--- src/rtl/core/teps_div.sv ---
// Pipelined restoring divider, one quotient bit per stage, MSB first.
module teps_div #(
  parameter int N = 39,
  parameter int D = 17
) (
  input  logic         clk,
  input  logic         en,
  input  logic [N-1:0] num_in,
  input  logic [D-1:0] den_in,
  output logic [N-1:0] quo
);

  // num shifts dividend bits out at the top and quotient bits in at the bottom
  logic [N-1:0] num [N+1];
  logic [D-1:0] rem [N+1];
  logic [D-1:0] den [N+1];

  assign num[0] = num_in;
  assign rem[0] = '0;
  assign den[0] = den_in;

  for (genvar k = 0; k < N; k++) begin : g_stage
    logic [D:0]   trial;
    logic [D:0]   diff;
    logic         ge;
    logic [D-1:0] rem_next;

    assign trial    = {rem[k], num[k][N-1]};
    assign ge       = trial >= {1'b0, den[k]};
    assign diff     = trial - {1'b0, den[k]};
    assign rem_next = ge ? diff[D-1:0] : trial[D-1:0];

    always_ff @(posedge clk) begin
      if (en) begin
        num[k+1] <= {num[k][N-2:0], ge};
        rem[k+1] <= rem_next;
        den[k+1] <= den[k];
      end
    end
  end

  assign quo = num[N];

endmodule

--- config.mk ---
export PLATFORM = sky130hd
export DESIGN_NAME = teps_div
export DESIGN_NICKNAME = d
export VERILOG_FILES = /design/src/rtl/core/teps_div.sv
export SDC_FILE = /design/constraint.sdc
export NUM_CORES = 2
export LEC_CHECK = 0
export BUFFER_PORTS_ARGS = -buffer_cell sky130_fd_sc_hd__clkbuf_2
export CORE_MARGIN = 2
export CORE_UTILIZATION = 35
export DETAILED_ROUTE_END_ITERATION = 12
export GPL_TIMING_DRIVEN = 0
export PLACE_DENSITY = 0.52
export SLEW_MARGIN = 0
export SYNTH_ARGS = -nofsm -noshare
export SYNTH_HDL_FRONTEND = slang
export SYNTH_SLANG_ARGS = --single-unit
export TNS_END_PERCENT = 5
--- constraint.sdc ---
create_clock -name clk -period 4.1 [get_ports clk]
set_clock_uncertainty 0.1 [all_clocks]
set_input_delay 0.41 -clock clk [delete_from_list [all_inputs] [get_ports clk]]
set_output_delay 0.41 -clock clk [all_outputs]
set_load 0.01 [all_outputs]
==> run summary <==
Met3 usage: 2.57%
Power Density: 737 mW/mm^2
Final hold vios: 0
Post-synthesis simple-gate area fraction: 5.69%
Pins Over Slew Limit: 0
Standard-cell rows: 217
Vias in the first global route: 69,400
Worst-margin pin slew: 1.32 ns
Post-route core utilization: 40.4%
Syn nets: 9,434
Pint: 70,100 uW
Yosys warning count: 0
Yosys reg bits: 2,813
Area growth from synthesis to layout: 14.9%
Placer Congestion: 0.876
Sw power: 34,200 uW
Final cycle utilization of the critical path: 101%
Worst-skew pair later-pin latency: 0.90 ns
Min Tclk post-route: 4.13 ns
Most used routing layer: met2
Synth Area in Compound Gates: 9.98%
CTS tree: done
Sequential share of power: 39.9%
First-pass GRT wire length: 381 mm
1st-iter DRT viols: 5,231
Core Region: 0.350 mm^2
Dominant cell type by area after synthesis: edfxtp_1
Number of max-cap violations: 0
Met1 global-route usage: 18.3%
Crit path cell chain: inv_1 -> ha_1 -> a21o_1 -> a21oi_1 -> nor2b_1 -> o41ai_1 -> o311ai_0 -> a211oi_2 -> clkbuf_1 -> mux2_2
Root Buffer: clkbuf_16
Num Clock Sinks: 2,813
Slew margin rel.: 9.91%
DIE HEIGHT: 597 um
Kind of critical path: reg -> reg
Worst reg-to-reg setup slack: -0.03 ns
Required @ worst endpoint: 4.66 ns
Sw frac: 32.8%
Reg2Reg Capture Point: g_stage[13].trial[2]
Yosys cell types: 82
Slowest stage delay, CP: 0.57 ns
Setup crit start: den[470]
Largest family of logic cells by synthesized area: compound AO/OA/AOI/OAI gates
Cell count after synthesis: 8,691
Final nets: 9,953
Sequential cell area fraction in the yosys report: 68.6%
Setup ws final: -0.0285 ns
EDFF count, synth: 2,813
Clock share of power: 27.1%
CP Capture Point: g_stage[13].trial[2]
Peak supply drop: 0.360 mV
Crit Path Max Fanout: 10
Router iterations before antenna repair: 6
Area share of fa/ha/maj cells after synthesis: 7.19%
Final wirelength: 240 mm
GRT Overall Usage: 13.2%
Worst-path clk slew: 0.06 ns
Most common cell after layout, fill and taps aside: edfxtp_1
Failing checks: setup timing
Grt ovf: 0
Combinational share of power: 33.0%
Port bufs: 96
Min-delay worst type: in -> reg
Worst setup EP type: register
Post-Synth XOR/XNOR Area: 3.33%
Proportion of synthesized area in mux cells: 1.99%
Maximum root-to-sink buffer count: 4
CTS Buf Count: 328
Outcome: finished, violations left
Routed Antenna Nets: 0
Ranking of synthesized cells by area: edfxtp_1 (69%), ha_1 (6.6%), o21ai_0 (2.8%)
P_leak: 0.0532 uW
Global Route met2 Usage: 21.1%
Post-DP Area: 0.130 mm^2
Avg Inst Size Synth: 14.2 um^2
Initial antenna violation count: 2
WL/cell: 17.0 um
Design area: 0.141 mm^2
Startpoint Class: register
R2r startpoint: den[470]
Top Ports: 97
F_max: 242 MHz
Synth top area share: 68.6%
CP max stage cell: o41ai_1
Worst Path Arrival: 4.69 ns
DR DRC count: 0
Detail Placement HPWL: 165 mm
Share of layout cells above drive strength 1: 9.81%
CTS H-tree depth: 5
# setup viols final: 1
Ys flop type: edfxtp_1
Synth Cell Area: 0.123 mm^2
Vias post-DR: 68,700
Via-to-Cell Ratio: 4.88
Initial Utilization: 35.2%
DIE AREA: 0.356 mm^2
Unrepaired setup endpoints after global routing: yes
Hold wc startpoint: num_in[30]
Die Wd: 597 um
Path depth of the worst reg2reg path: 10
Post-synth ARST share: 0%
Largest net degree at the start of global routing: 122
Most frequent cells in the layout: edfxtp_1 (2,813), inv_1 (827), o21ai_0 (691)
==> registers in the layout (all words and copies together), names as in the netlist <==
name and flops:
quo 39, den 646, g_stage.trial 684, num 1444
==> final cells by class <==
type                       instances  area, um^2
fill                           32300      208000
sequential                      2813       84500
multi-input combinational       4881       34900
clock buffer                     395        8590
tap                             4599        5750
inverter                         828        3110
timing repair buffer             189        1930
clock inverter                   195        1840
buffer                           169         876
antenna                            1        2.50
==> worst min-delay path by stage <==
stage | end | cells after the start
final | num[1513] | 2
after CTS | num[1512] | 2
after floorplan | g_stage[10].trial[0] | 0
after detailed placement | g_stage[3].trial[0] | 0
after global placement | num[1044] | 0
after global routing | num[1518] | 2
==> per-layer routing <==
metal / routed length, um / up-vias
met2: 110000 / 1427
met3: 12000 / 371
met5: 0 / -
met4: 5520 / 0
li1: - / 33500
met1: 112000 / 33500
==> power by group through the flow <==
stage	Combinational [uW]	Clock [uW]	Sequential [uW]
2_1_floorplan	25300	0	40900
3_3_place_gp	31200	0	43600
3_5_place_dp	33700	0	42200
4_1_cts	34100	29600	41700
5_1_grt	38600	30700	42100
6_report	34400	28300	41600
==> Yosys cell counts (46+ instances only) <==
library cell	count
o21ai_0	693
nand3_1	60
o21bai_1	88
nand4_1	93
ha_1	648
o21a_1	116
mux2_2	194
a21o_1	196
a31oi_1	46
clkbuf_1	112
nor2_1	364
nor3_1	78
nor2b_1	55
xnor2_1	263
nand2b_1	99
a21oi_1	512
xor2_1	205
inv_1	827
o31ai_1	57
a211oi_1	78
nand2_1	601
edfxtp_1	2813
==> critical path: cells and delay by family (launching register included) <==
kind,cells,cell delay [ns]
mux,1,0.39
fa+ha+maj,1,0.38
buf+inv,2,0.52
compound gates,5,2.01
flops,1,0.37
simple gates,1,0.10
==> metrics by stage <==
step	hold WS [ns]	instances	TNS, ns	total power [uW]	setup WS (ns)
6_report	0.123	14100	-0.0285	104000	-0.0285
5_1_grt	0.0508	14100	-2.01	111000	-0.167
4_1_cts	0.00103	14100	0	105000	0.0130
3_5_place_dp	0.305	13400	-116.48	75900	-0.768
3_3_place_gp	0.300	13400	-	74800	-48.27
2_1_floorplan	0.300	8691	0	66200	0.640
==> kinds of logic after synthesis <==
| family | count (synthesis) |
|---|---|
| buffers and inverters | 997 |
| adders and majority gates | 685 |
| muxes | 217 |
| DFF | 2813 |
| xor gates and xnor gates | 468 |
| and+or+nand+nor | 1508 |
| AOI/OAI and AO/OA | 2003 |
==> repair_timing <==
| action | in CTS | in global routing |
|---|---|---|
| gates cloned | 0 | 1 |
| setup endpoints to repair | 99 | 421 |
| hold buffers | 64 | 0 |
| pin swaps | 1 | 5 |
| setup buffers | 1 | 0 |
| hold endpoints to repair | 115 | 0 |
| gates resized for setup | 27 | 87 |
Power figures use the tool's default switching activity.
